`config.mk`:
```
export PLATFORM = sky130hd
export DESIGN_NAME = page_replacement_fifo_lru_unit
export DESIGN_NICKNAME = d
export VERILOG_FILES = /design/src/design/prfl_pkg.sv /design/src/design/prfl_split.sv /design/src/design/page_replacement_fifo_lru_unit.sv
export VERILOG_INCLUDE_DIRS = /design/src /design/src/design
export SDC_FILE = /design/constraint.sdc
export NUM_CORES = 1
export LEC_CHECK = 0
export ABC_CLOCK_PERIOD_IN_PS = 11650
export BUFFER_PORTS_ARGS = -buffer_cell sky130_fd_sc_hd__buf_4
export CAP_MARGIN = 20
export CELL_PAD_IN_SITES_DETAIL_PLACEMENT = 1
export CELL_PAD_IN_SITES_GLOBAL_PLACEMENT = 1
export CORE_MARGIN = 5
export CORE_UTILIZATION = 30
export CTS_CLUSTER_SIZE = 14
export DETAILED_ROUTE_END_ITERATION = 6
export PLACE_DENSITY = 0.51
export SYNTH_ARGS = -nofsm -noshare
export SYNTH_HDL_FRONTEND = slang
export SYNTH_HIERARCHICAL = 1
export SYNTH_SLANG_ARGS = --single-unit
```
`constraint.sdc`:
```
create_clock -name clock -period 11.65 [get_ports clock]
set_input_delay 1.165 -clock clock [delete_from_list [all_inputs] [get_ports clock]]
set_output_delay 1.165 -clock clock [all_outputs]
set_load 0.005 [all_outputs]
```
`src/design/page_replacement_fifo_lru_unit_macros.svh`:
```
// ----------------------------------------------------------------------------
// Page replacement unit assertion macros
// Shared concurrent assertion forms for the page replacement unit.
// ----------------------------------------------------------------------------
`ifndef PAGE_REPLACEMENT_FIFO_LRU_UNIT_MACROS_SVH
`define PAGE_REPLACEMENT_FIFO_LRU_UNIT_MACROS_SVH

// Same-cycle implication, disabled during reset
`define PRFL_ASSERT_IMPLY(label, clk, rst, ante, cons) \
   label: assert property (@(posedge clk) disable iff (rst) (ante) |-> (cons)) \
      else $error("prfl: same-cycle check failed");

// Next-cycle implication, disabled during reset
`define PRFL_ASSERT_NEXT(label, clk, rst, ante, cons) \
   label: assert property (@(posedge clk) disable iff (rst) (ante) |=> (cons)) \
      else $error("prfl: next-cycle check failed");

`endif

```
`src/design/prfl_pkg.sv`:
```
// ----------------------------------------------------------------------------
// Page replacement unit package
// Fixed widths, saturation limits, policy codes and the split control struct.
// ----------------------------------------------------------------------------
package prfl_pkg;

   // Fixed field widths
   localparam int AGE_BITS   = 16;
   localparam int FAULT_BITS = 32;

   localparam logic [AGE_BITS-1:0]   AGE_MAX   = {AGE_BITS{1'b1}};
   localparam logic [FAULT_BITS-1:0] FAULT_MAX = {FAULT_BITS{1'b1}};

   // Victim policy
   typedef enum logic {
      MODE_FIFO = 1'b0,
      MODE_LRU  = 1'b1
   } mode_type;

   // Sequencer controls for the address split unit
   typedef struct packed {
      logic load;   // capture a new access address
      logic mul;    // register the reciprocal product
   } split_ctrl_type;

endpackage

```
`src/design/prfl_split.sv`:
```
// ----------------------------------------------------------------------------
// Address split unit
// Divides the access address by the page size through a registered
// reciprocal multiply and one correction step, giving page and offset.
// ----------------------------------------------------------------------------
module prfl_split
   import prfl_pkg::*;
#(
   parameter int ADDR_BITS  = 12,
   parameter int PAGE_WORDS = 16,
   parameter int PAGE_BITS  = 8,
   parameter int OFF_BITS   = 4
) (
   input  logic                 clock,
   input  split_ctrl_type       ctrl,
   input  logic [ADDR_BITS-1:0] access_address,
   output logic [PAGE_BITS-1:0] page_number,
   output logic [OFF_BITS-1:0]  page_offset
);

   // floor(2^ADDR_BITS / PAGE_WORDS) leaves the quotient at most one short
   localparam logic [63:0] RECIP_WIDE = (64'd1 << ADDR_BITS) / PAGE_WORDS;
   localparam int          PROD_BITS  = 2 * ADDR_BITS;
   localparam int          REM_BITS   = ADDR_BITS + 9;

   logic [ADDR_BITS-1:0] addr_ff;
   logic [PROD_BITS-1:0] prod_ff;
   logic [PROD_BITS-1:0] prod_in;
   logic [ADDR_BITS-1:0] quot_est;
   logic [ADDR_BITS-1:0] quot;
   logic [REM_BITS-1:0]  rem_est;
   logic [REM_BITS-1:0]  rem;

   // Reciprocal product
   assign prod_in = PROD_BITS'(addr_ff) * PROD_BITS'(RECIP_WIDE[ADDR_BITS-1:0]);

   always_ff @(posedge clock) begin
      if (ctrl.load) begin
         addr_ff <= access_address;
      end
      if (ctrl.mul) begin
         prod_ff <= prod_in;
      end
   end

   // Remainder check and single correction
   always_comb begin
      quot_est = prod_ff[PROD_BITS-1:ADDR_BITS];
      rem_est  = REM_BITS'(addr_ff) - REM_BITS'(quot_est) * REM_BITS'(PAGE_WORDS);
      if (rem_est >= REM_BITS'(PAGE_WORDS)) begin
         quot = quot_est + 1'b1;
         rem  = rem_est - REM_BITS'(PAGE_WORDS);
      end else begin
         quot = quot_est;
         rem  = rem_est;
      end
   end

   assign page_number = quot[PAGE_BITS-1:0];
   assign page_offset = rem[OFF_BITS-1:0];

endmodule

```
`src/design/page_replacement_fifo_lru_unit.sv`:
```
// ----------------------------------------------------------------------------
// Page replacement unit, FIFO or LRU victim choice
// Looks up each access page among the resident frames, fills or evicts on a
// fault and reports the frame, any evicted page and a running fault count.
// ----------------------------------------------------------------------------
//  channel   ports                          handshake
//  request   req_access_address             start high while busy low
//  response  rsp_hit .. rsp_fault_total     rsp_valid, one cycle, no stall
//  csr       csr_write_data                 csr_write_enable, single register
//
// An item runs from start through a multiply state for the page split, scan
// states through the single tag/age compare unit, one frame each (up to the
// hit frame, or over the frames filled on a fault), an update state, then
// the rsp_valid cycle, in which start is taken again.
// Synchronous reset clears frames, ages, pointer and count; mode resets LRU.
// The receiver cannot stall; results are strobed once.
// ----------------------------------------------------------------------------
`include "page_replacement_fifo_lru_unit_macros.svh"

module page_replacement_fifo_lru_unit
   import prfl_pkg::*;
#(
   parameter int FRAMES     = 4,
   parameter int PAGE_WORDS = 16,
   parameter int ADDR_BITS  = 12,
   localparam longint unsigned PAGE_MAX = ((64'd1 << ADDR_BITS) - 64'd1) / PAGE_WORDS,
   localparam int PAGE_BITS  = (PAGE_MAX == 0) ? 1 : $clog2(PAGE_MAX + 1),
   localparam int OFF_BITS   = $clog2(PAGE_WORDS),
   localparam int FRAME_BITS = (FRAMES > 1) ? $clog2(FRAMES) : 1
) (
   input  logic                  clock,
   input  logic                  reset,
   input  logic                  start,
   output logic                  busy,
   input  logic [ADDR_BITS-1:0]  req_access_address,
   output logic                  rsp_valid,
   output logic                  rsp_hit,
   output logic [FRAME_BITS-1:0] rsp_frame_used,
   output logic [PAGE_BITS-1:0]  rsp_page_number,
   output logic [OFF_BITS-1:0]   rsp_page_offset,
   output logic                  rsp_evicted_valid,
   output logic [PAGE_BITS-1:0]  rsp_evicted_page,
   output logic [FAULT_BITS-1:0] rsp_fault_total,
   input  logic                  csr_write_enable,
   input  logic                  csr_write_data
);

   localparam int FILL_BITS = $clog2(FRAMES + 1);

   typedef enum logic [1:0] {
      S_IDLE,
      S_MUL,
      S_SCAN,
      S_UPDATE
   } state_type;

   // Sequencer and frame state
   state_type             state_ff, state_in;
   mode_type              mode_ff, mode_in;
   logic [PAGE_BITS-1:0]  tag_ff [FRAMES];
   logic [PAGE_BITS-1:0]  tag_in [FRAMES];
   logic [AGE_BITS-1:0]   age_ff [FRAMES];
   logic [AGE_BITS-1:0]   age_in [FRAMES];
   logic [FILL_BITS-1:0]  filled_ff, filled_in;
   logic [FRAME_BITS-1:0] fifo_ptr_ff, fifo_ptr_in;
   logic [FAULT_BITS-1:0] fault_ff, fault_in;

   // Scan registers
   logic [FRAME_BITS-1:0] idx_ff, idx_in;
   logic                  hit_ff, hit_in;
   logic [FRAME_BITS-1:0] old_idx_ff, old_idx_in;
   logic [AGE_BITS-1:0]   old_age_ff, old_age_in;
   logic [PAGE_BITS-1:0]  old_tag_ff, old_tag_in;
   logic [PAGE_BITS-1:0]  fifo_tag_ff, fifo_tag_in;

   // Registered result
   logic                  rsp_valid_ff, rsp_valid_in;
   logic                  rsp_hit_ff, rsp_hit_in;
   logic [FRAME_BITS-1:0] rsp_frame_ff, rsp_frame_in;
   logic [PAGE_BITS-1:0]  rsp_page_ff, rsp_page_in;
   logic [OFF_BITS-1:0]   rsp_offset_ff, rsp_offset_in;
   logic                  rsp_evicted_valid_ff, rsp_evicted_valid_in;
   logic [PAGE_BITS-1:0]  rsp_evicted_page_ff, rsp_evicted_page_in;

   split_ctrl_type        split_ctrl;
   logic [PAGE_BITS-1:0]  page;
   logic [OFF_BITS-1:0]   offset;
   logic                  accept;

   assign busy   = (state_ff != S_IDLE);
   assign accept = start && !busy;

   assign split_ctrl = '{load: accept, mul: (state_ff == S_MUL)};

   prfl_split #(
      .ADDR_BITS  (ADDR_BITS),
      .PAGE_WORDS (PAGE_WORDS),
      .PAGE_BITS  (PAGE_BITS),
      .OFF_BITS   (OFF_BITS)
   ) u_split (
      .clock          (clock),
      .ctrl           (split_ctrl),
      .access_address (req_access_address),
      .page_number    (page),
      .page_offset    (offset)
   );

   // Next-state logic: scan one frame per cycle, then update all at once
   always_comb begin
      logic [PAGE_BITS-1:0]  scan_tag;
      logic [AGE_BITS-1:0]   scan_age;
      logic                  last;
      logic                  full;
      logic                  miss;
      logic [FRAME_BITS-1:0] frame;
      logic [AGE_BITS-1:0]   age_base;

      state_in             = state_ff;
      mode_in              = mode_ff;
      tag_in               = tag_ff;
      age_in               = age_ff;
      filled_in            = filled_ff;
      fifo_ptr_in          = fifo_ptr_ff;
      fault_in             = fault_ff;
      idx_in               = idx_ff;
      hit_in               = hit_ff;
      old_idx_in           = old_idx_ff;
      old_age_in           = old_age_ff;
      old_tag_in           = old_tag_ff;
      fifo_tag_in          = fifo_tag_ff;
      rsp_valid_in         = 1'b0;
      rsp_hit_in           = rsp_hit_ff;
      rsp_frame_in         = rsp_frame_ff;
      rsp_page_in          = rsp_page_ff;
      rsp_offset_in        = rsp_offset_ff;
      rsp_evicted_valid_in = rsp_evicted_valid_ff;
      rsp_evicted_page_in  = rsp_evicted_page_ff;

      scan_tag = tag_ff[idx_ff];
      scan_age = age_ff[idx_ff];
      last     = ((FILL_BITS+1)'(idx_ff) + 1'b1) == (FILL_BITS+1)'(filled_ff);
      full     = (filled_ff == FILL_BITS'(FRAMES));
      miss     = !hit_ff;
      frame    = idx_ff;
      age_base = '0;

      if (csr_write_enable) begin
         mode_in = mode_type'(csr_write_data);
      end

      unique case (state_ff)
         S_IDLE: begin
            if (accept) begin
               idx_in   = '0;
               hit_in   = 1'b0;
               state_in = S_MUL;
            end
         end
         S_MUL: begin
            state_in = (filled_ff == '0) ? S_UPDATE : S_SCAN;
         end
         S_SCAN: begin
            if (scan_tag == page) begin
               hit_in   = 1'b1;
               state_in = S_UPDATE;
            end else begin
               // oldest so far; strict compare keeps the lowest index on a tie
               if (idx_ff == '0 || scan_age > old_age_ff) begin
                  old_idx_in = idx_ff;
                  old_age_in = scan_age;
                  old_tag_in = scan_tag;
               end
               if (idx_ff == fifo_ptr_ff) begin
                  fifo_tag_in = scan_tag;
               end
               if (last) begin
                  state_in = S_UPDATE;
               end else begin
                  idx_in = idx_ff + 1'b1;
               end
            end
         end
         S_UPDATE: begin
            rsp_evicted_valid_in = 1'b0;
            rsp_evicted_page_in  = '0;
            if (miss) begin
               if (fault_ff != FAULT_MAX) begin
                  fault_in = fault_ff + 1'b1;
               end
               if (!full) begin
                  frame     = FRAME_BITS'(filled_ff);
                  filled_in = filled_ff + 1'b1;
               end else begin
                  rsp_evicted_valid_in = 1'b1;
                  if (mode_ff == MODE_FIFO) begin
                     frame               = fifo_ptr_ff;
                     rsp_evicted_page_in = fifo_tag_ff;
                     fifo_ptr_in = (fifo_ptr_ff == FRAME_BITS'(FRAMES - 1)) ?
                                   '0 : fifo_ptr_ff + 1'b1;
                  end else begin
                     frame               = old_idx_ff;
                     rsp_evicted_page_in = old_tag_ff;
                  end
               end
               tag_in[frame] = page;
            end
            // touched frame restarts, filled frames age by one, saturating
            for (int i = 0; i < FRAMES; i++) begin
               age_base = (FRAME_BITS'(i) == frame) ? '0 : age_ff[i];
               if (FILL_BITS'(i) < filled_in && age_base != AGE_MAX) begin
                  age_in[i] = age_base + 1'b1;
               end else begin
                  age_in[i] = age_base;
               end
            end
            rsp_valid_in  = 1'b1;
            rsp_hit_in    = hit_ff;
            rsp_frame_in  = frame;
            rsp_page_in   = page;
            rsp_offset_in = offset;
            state_in      = S_IDLE;
         end
         default: begin
            state_in = S_IDLE;
         end
      endcase
   end

   // State and registered outputs
   always_ff @(posedge clock) begin
      if (reset) begin
         state_ff     <= S_IDLE;
         mode_ff      <= MODE_LRU;
         filled_ff    <= '0;
         fifo_ptr_ff  <= '0;
         fault_ff     <= '0;
         hit_ff       <= 1'b0;
         idx_ff       <= '0;
         rsp_valid_ff <= 1'b0;
         for (int i = 0; i < FRAMES; i++) begin
            age_ff[i] <= '0;
         end
      end else begin
         state_ff     <= state_in;
         mode_ff      <= mode_in;
         filled_ff    <= filled_in;
         fifo_ptr_ff  <= fifo_ptr_in;
         fault_ff     <= fault_in;
         hit_ff       <= hit_in;
         idx_ff       <= idx_in;
         rsp_valid_ff <= rsp_valid_in;
         age_ff       <= age_in;
      end
      tag_ff               <= tag_in;
      old_idx_ff           <= old_idx_in;
      old_age_ff           <= old_age_in;
      old_tag_ff           <= old_tag_in;
      fifo_tag_ff          <= fifo_tag_in;
      rsp_hit_ff           <= rsp_hit_in;
      rsp_frame_ff         <= rsp_frame_in;
      rsp_page_ff          <= rsp_page_in;
      rsp_offset_ff        <= rsp_offset_in;
      rsp_evicted_valid_ff <= rsp_evicted_valid_in;
      rsp_evicted_page_ff  <= rsp_evicted_page_in;
   end

   assign rsp_valid         = rsp_valid_ff;
   assign rsp_hit           = rsp_hit_ff;
   assign rsp_frame_used    = rsp_frame_ff;
   assign rsp_page_number   = rsp_page_ff;
   assign rsp_page_offset   = rsp_offset_ff;
   assign rsp_evicted_valid = rsp_evicted_valid_ff;
   assign rsp_evicted_page  = rsp_evicted_page_ff;
   assign rsp_fault_total   = fault_ff;

   // Checks
   `PRFL_ASSERT_IMPLY(a_rsp_from_update, clock, reset, rsp_valid_ff, $past(state_ff == S_UPDATE))
   `PRFL_ASSERT_IMPLY(a_fill_bound, clock, reset, 1'b1, filled_ff <= FILL_BITS'(FRAMES))
   `PRFL_ASSERT_IMPLY(a_evict_on_full_miss, clock, reset, rsp_valid_ff && rsp_evicted_valid_ff, !rsp_hit_ff && filled_ff == FILL_BITS'(FRAMES))
   `PRFL_ASSERT_NEXT(a_busy_after_start, clock, reset, accept, busy)

endmodule

```
After elaboration in Yosys (flattened, before gate mapping)
Index checks and enable logic that the tools add are counted.
{ "totals": {"ff_bits": 222, "word_cells": 143} }
{ "classes": {"n_addsub": 12, "magnitude_cmp": 9, "eq_ne": 21, "n_mux": 44, "n_bitwise": 6, "n_reduce_logical": 23} }
{ "ops": {"columns": ["op", "count"], "rows": [
  ["$mux W16", 10],
  ["$add A16 B1 Y16 const B", 4],
  ["$ne A16 B16 Y1 const B", 4],
  ["$mux W8", 5],
  ["$add A32 B1 Y32 const B", 1],
  ["$bmux W16 S2", 1],
  ["$bwmux W32", 1],
  ["$ne A32 B32 Y1 const B", 1],
  ["$mux W2", 13],
  ["$ge A21 B5 Y1 const B", 1],
  ["$bmux W8 S2", 1],
  ["$demux W8 S2", 1],
  ["$gt A16 B16 Y1", 1],
  ["$sub A12 B12 Y13", 1],
  ["$reduce_and A3 Y1", 4],
  ["$mux W3", 3],
  ["$add A8 B1 Y8 const B", 1],
  ["$eq A8 B8 Y1", 1],
  ["$ne A2 B2 Y1 const B", 4],
  ["$pmux W2 S4", 1],
  ["$reduce_and A4 Y1", 2],
  ["$eq A2 B2 Y1 const B", 3],
  ["$ge A3 B3 Y1 const B", 2],
  ["$logic_and A1 B1 Y1", 6],
  ["27 further kinds", 43]
]} }

Logic depth before layout (Yosys ltp)
{ "logic_depth": {"word_depth": 11, "mapped_depth": 17} }

By module
The synthesis kept the hierarchy.
{ "by_module_without_submodules": {"columns": ["module", "instances", "cells_per_inst", "area_per_inst_um2", "seq_area_each_um2"], "rows": [
  ["page_replacement_fifo_lru_unit", 1, 1011, 10267.3, 4864.7],
  ["prfl_split", 1, 97, 1178.6, 600.6]
]} }

Least setup slack after synthesis
Ideal clock, no wire load.
{ "synth_timing": {"path_kind": "register -> register", "from": "register u_split.prod_ff[12]", "to": "register old_age_ff[0] (enable)", "setup_ns": 0.449, "arrival_ns": 4.902, "setup_slack_ns": 6.299, "stages_incl_launch_ff": 15, "path_buffers": 0, "period_less_slack_ns": 5.351, "path_cell_list": "edfxtp_1 > ha_1 > fa_1 > nor2b_1 > o21a_1 > nor4_1 > a311oi_1 > nor4_4 > nor4_1 > xnor2_1 > xnor2_1 > nand4_1 > o21ai_2 > o21bai_1 > a211oi_1"} }
{ "synth_via": {"elab_chain_len": 6} }
{ "synth_rtl": {"columns": ["element", "line_no", "rtl"], "rows": [
  ["start: declaration", "prfl_split.sv:27", "logic [PROD_BITS-1:0] prod_ff;"],
  ["start signal: assignment", "prfl_split.sv:42", "prod_ff <= prod_in;"],
  ["$sub A12 B12 Y13", "prfl_split.sv:49", "rem_est = REM_BITS'(addr_ff) - REM_BITS'(quot_est) * REM_BITS'(PAGE_WORDS);"],
  ["$ge A21 B5 Y1", "prfl_split.sv:50", "if (rem_est >= REM_BITS'(PAGE_WORDS)) begin"],
  ["$mux W8 (*)", "prfl_split.sv:50", null],
  ["named net page[7]", "page_replacement_fifo_lru_unit.sv:86", "logic [PAGE_BITS-1:0] page;"],
  ["$eq A8 B8 Y1 (*)", "page_replacement_fifo_lru_unit.sv:163", "if (scan_tag == page) begin"],
  ["$not A1 Y1 (no source line) (*)", null, null],
  ["$reduce_and A3 Y1 (no source line) (*)", null, null],
  ["end signal: assignment", "page_replacement_fifo_lru_unit.sv:256", "old_age_ff <= old_age_in;"],
  ["end: declaration", "page_replacement_fifo_lru_unit.sv:72", "logic [AGE_BITS-1:0] old_age_ff, old_age_in;"]
]} }
Mark *: on every way through the listed nets, which the timed path passes. The rest lies on a longest branch.
A chain may end at the register's enable or synchronous reset.

Final worst setup path
{ "layout_timing": {"from": "register u_split.prod_ff[12]", "to": "register old_tag_ff[3] (enable)"} }
{ "layout_via": {"elab_chain_len": 6} }
{ "layout_rtl": {"columns": ["element", "line_no", "rtl"], "rows": [
  ["$sub A12 B12 Y13", "prfl_split.sv:49", null],
  ["$ge A21 B5 Y1", "prfl_split.sv:50", null],
  ["$mux W8 (*)", "prfl_split.sv:50", null],
  ["named net page[6]", "page_replacement_fifo_lru_unit.sv:86", null],
  ["$eq A8 B8 Y1 (*)", "page_replacement_fifo_lru_unit.sv:163", null],
  ["$not A1 Y1 (no source line) (*)", null, null],
  ["$reduce_and A3 Y1 (no source line) (*)", null, null],
  ["end signal: assignment", "page_replacement_fifo_lru_unit.sv:257", "old_tag_ff <= old_tag_in;"],
  ["end: declaration", "page_replacement_fifo_lru_unit.sv:73", "logic [PAGE_BITS-1:0] old_tag_ff, old_tag_in;"]
]} }
Marked as above.

==> impl_metrics.ini <==
[timing]
fin_crit_sh_pct = 41.2
fin_tns_setup_ps = 0
clock_skew_ps = 16.8
max_clock_freq_mhz = 208
finalWorstPathRequiredPeriod_ps = 4800
setup_ws_ps = 6850
finalSetupViolations = 0
finalHoldViolCount = 0
tightest_slew_ps = 990
rsz0062_at_grt = false
maxSlewViolCount = 0
slew_headroom_pct = 33.4

[job]
cap_violations = 0

[synthesis]
synth-main-ff-cell = edfxtp_1
async_flop_share_pct = 0
synth.distinct_cells = 80
yosysWarnings = 6
ys_seq_elements = 218
synth_area_per_cell_sq_um = 10.3
synth_edf_count = 110
ys_seq_area_share_pct = 47.7
netlist_area_sq_um = 11400
syn-num-nets = 1166
synthCells = 1108

[floorplan]
start_util_pct = 30.4
die_h_microns = 205
design.die.area_sq_um = 42200
ios = 75
core_area_sq_um = 37700
die_x_microns = 205
row_count = 71

[place]
io_buffer_count = 74
dp_hpwl_mm = 23.7
globalplace.congestion = 0.752
place_ws_ps = 6780

[cts]
holdBufCountCts = 0
post_cts_buffers = 0
clk_pin_slew_ps = 60
clockBufferDepth = 3
cts_tree = done
root_buffer = clkbuf_16
numCtsBuffers = 27
cts_resized = 0
cts_sinks = 218
clkLatencyLatePin_ps = 560
htreeDepth = 1

[outcome]
status = finished, final reports clean

[cells_and_area]
fin_util_pct = 35.7
diodes = 0
fin_nets = 1220
drive_gt1_share_pct = 15.3
layout_common_cells = 110 x edfxtp_1, 107 x dfxtp_1, 103 x nor2_1, 90 x buf_4, 63 x a21oi_1
final_common_cell = edfxtp_1
area_growth_pct = 17.5

[critical_path]
r2r_slack_ps = 6850
r2r_start = u_split/prod_ff[12]
startpoint_type = flop
end_kind = flop
crit_fanout = 14
criticalPathCategory = reg2reg
cp_data_required_time_ps = 11890
r2r_end = old_tag_ff[3]
reg2reg_depth = 15
crit_arrival_ps = 5040

[hold_path]
min_path_cells = 0
min_to = rsp_page_offset[0]
holdCritPathClass = reg2reg
hp-start = u_split/addr_ff[0]

[drt]
routedWlPerCell_microns = 19.7
drt_iter0_drc = 423
vias_per_cell = 5.18
met2_length_mm = 15.4
vias = 8767
antenna_left = 0
met3_length_mm = 1.27
top_layer = met4
first_pass_iters = 4
drc = 0
totalWireLength_mm = 33.4
met1Wirelength_mm = 15.8

[power]
powerDensity_nw_per_um2 = 171
p_leak_nw = 4.60
ir_drop_mv = 0.105

[global_routing]
grt_antenna_before_repair = 0
grt-ovfl-total = 0
grt_pass1_vias = 9015
track_usage_pct = 15.9
grt_max_degree = 76
grt_pass1_wl_mm = 53.2
[per-layer routing]
| metal | vias up | track usage [%] |
|---|---|---|
| li1 | 4239 | - |
| met1 | 4381 | 22.0 |
| met2 | 103 | 26.0 |
| met3 | 44 | 2.58 |
| met4 | 0 | 4.21 |
| met5 | - | 0 |
[power by group]
part | internal (mW) | switching, mW | total, mW | leakage (nW)
clock | 0.536 | 0.347 | 0.882 | 0.438
sequential | 0.917 | 0.0362 | 0.954 | 1.88
combinational | 0.164 | 0.295 | 0.459 | 2.28
[Yosys cell counts (4+ instances only)]
cell	number	share of area [%]
o311ai_0	4	0.31
a21boi_0	4	0.26
nand3_1	48	2.1
nand4_1	36	2.0
o21a_1	5	0.33
dfxtp_1	108	19
and2_1	7	0.38
a31oi_1	7	0.38
ha_1	40	4.4
a21oi_1	63	2.8
nand2b_1	13	0.71
buf_4	4	0.26
xor2_1	27	2.1
a211o_1	8	0.61
xnor2_1	54	4.1
clkbuf_1	42	1.4
mux2i_1	20	1.7
mux4_2	21	4.1
or3_1	8	0.44
buf_1	5	0.16
and4_1	8	0.61
a211oi_1	12	0.79
o211ai_1	13	0.85
o21ai_0	53	2.3
inv_1	51	1.7
nor3_1	29	1.3
buf_2	12	0.52
nor2_1	103	3.4
o31ai_1	4	0.26
and3_1	11	0.60
a311oi_1	5	0.38
nor4b_1	7	0.54
nor2b_1	4	0.22
or4_1	14	0.92
nand2_1	54	1.8
edfxtp_1	110	29
a21o_1	5	0.33
nor4_1	21	1.1
[worst max path at each step]
stage | from | end | cells past startpoint
4_1_cts | u_split/prod_ff[12] | old_tag_ff[3] | 15
5_1_grt | u_split/prod_ff[12] | old_tag_ff[3] | 15
2_1_floorplan | u_split/prod_ff[12] | old_age_ff[0] | 14
3_5_place_dp | u_split/prod_ff[12] | old_tag_ff[2] | 15
6_report | u_split/prod_ff[12] | old_tag_ff[3] | 15
3_3_place_gp | u_split/prod_ff[12] | old_tag_ff[0] | 15
[worst max-delay path, cell delays in order (launching register included)]
cell and delay, ps:
edfxtp_1 480, ha_1 240, fa_1 400, nor2b_1 160, nor3_1 80, o21bai_1 170, mux2i_1 130, nor4_4 540
nor3_1 160, xnor2_1 540, xnor2_1 140, nand4_1 150, o21ai_2 120, o21bai_1 220, a211oi_4 590, buf_4 350
[cell type report]
type | instances | area (sq um)
Inverter | 51 | 191
Clock buffer | 30 | 687
Fill cell | 4257 | 24200
Multi-Input combinational cell | 773 | 5550
Timing Repair Buffer | 91 | 681
Clock inverter | 20 | 239
Tap cell | 511 | 639
Sequential cell | 218 | 5470
[cell families after synthesis]
kind of cell	count (synthesis)	share of synthesized area (%)
compound gates	220	12.6
fa+ha+maj	41	4.55
mux	46	6.77
buf+inv	117	4.24
simple gates	385	17.9
xor+xnor	81	6.20
flops	218	47.7
[stage by stage]
step	instance area, sq um	hold WS, ps	instances	total power, mW
6_report	13500	420	1694	2.29
5_1_grt	13500	433	1694	2.42
4_1_cts	13400	421	1693	2.34
3_5_place_dp	12500	407	1643	1.44
3_3_place_gp	12500	400	1643	1.43
2_1_floorplan	11400	403	1108	1.28
[state kept, by name, indices dropped and copies added (netlist names), 2 cells and up]
name	count
age_ff	64
rsp_page_number	8
idx_ff	2
state_ff	2
old_tag_ff	8
fifo_ptr_ff	2
rsp_frame_used	2
filled_ff	3
rsp_evicted_page	8
old_age_ff	16
fifo_tag_ff	8
rsp_page_offset	4
tag_ff	32
old_idx_ff	2
u_split/addr_ff	12
u_split/prod_ff	8
rsp_fault_total	32
Note: power is estimated with default switching activity, not from simulation.
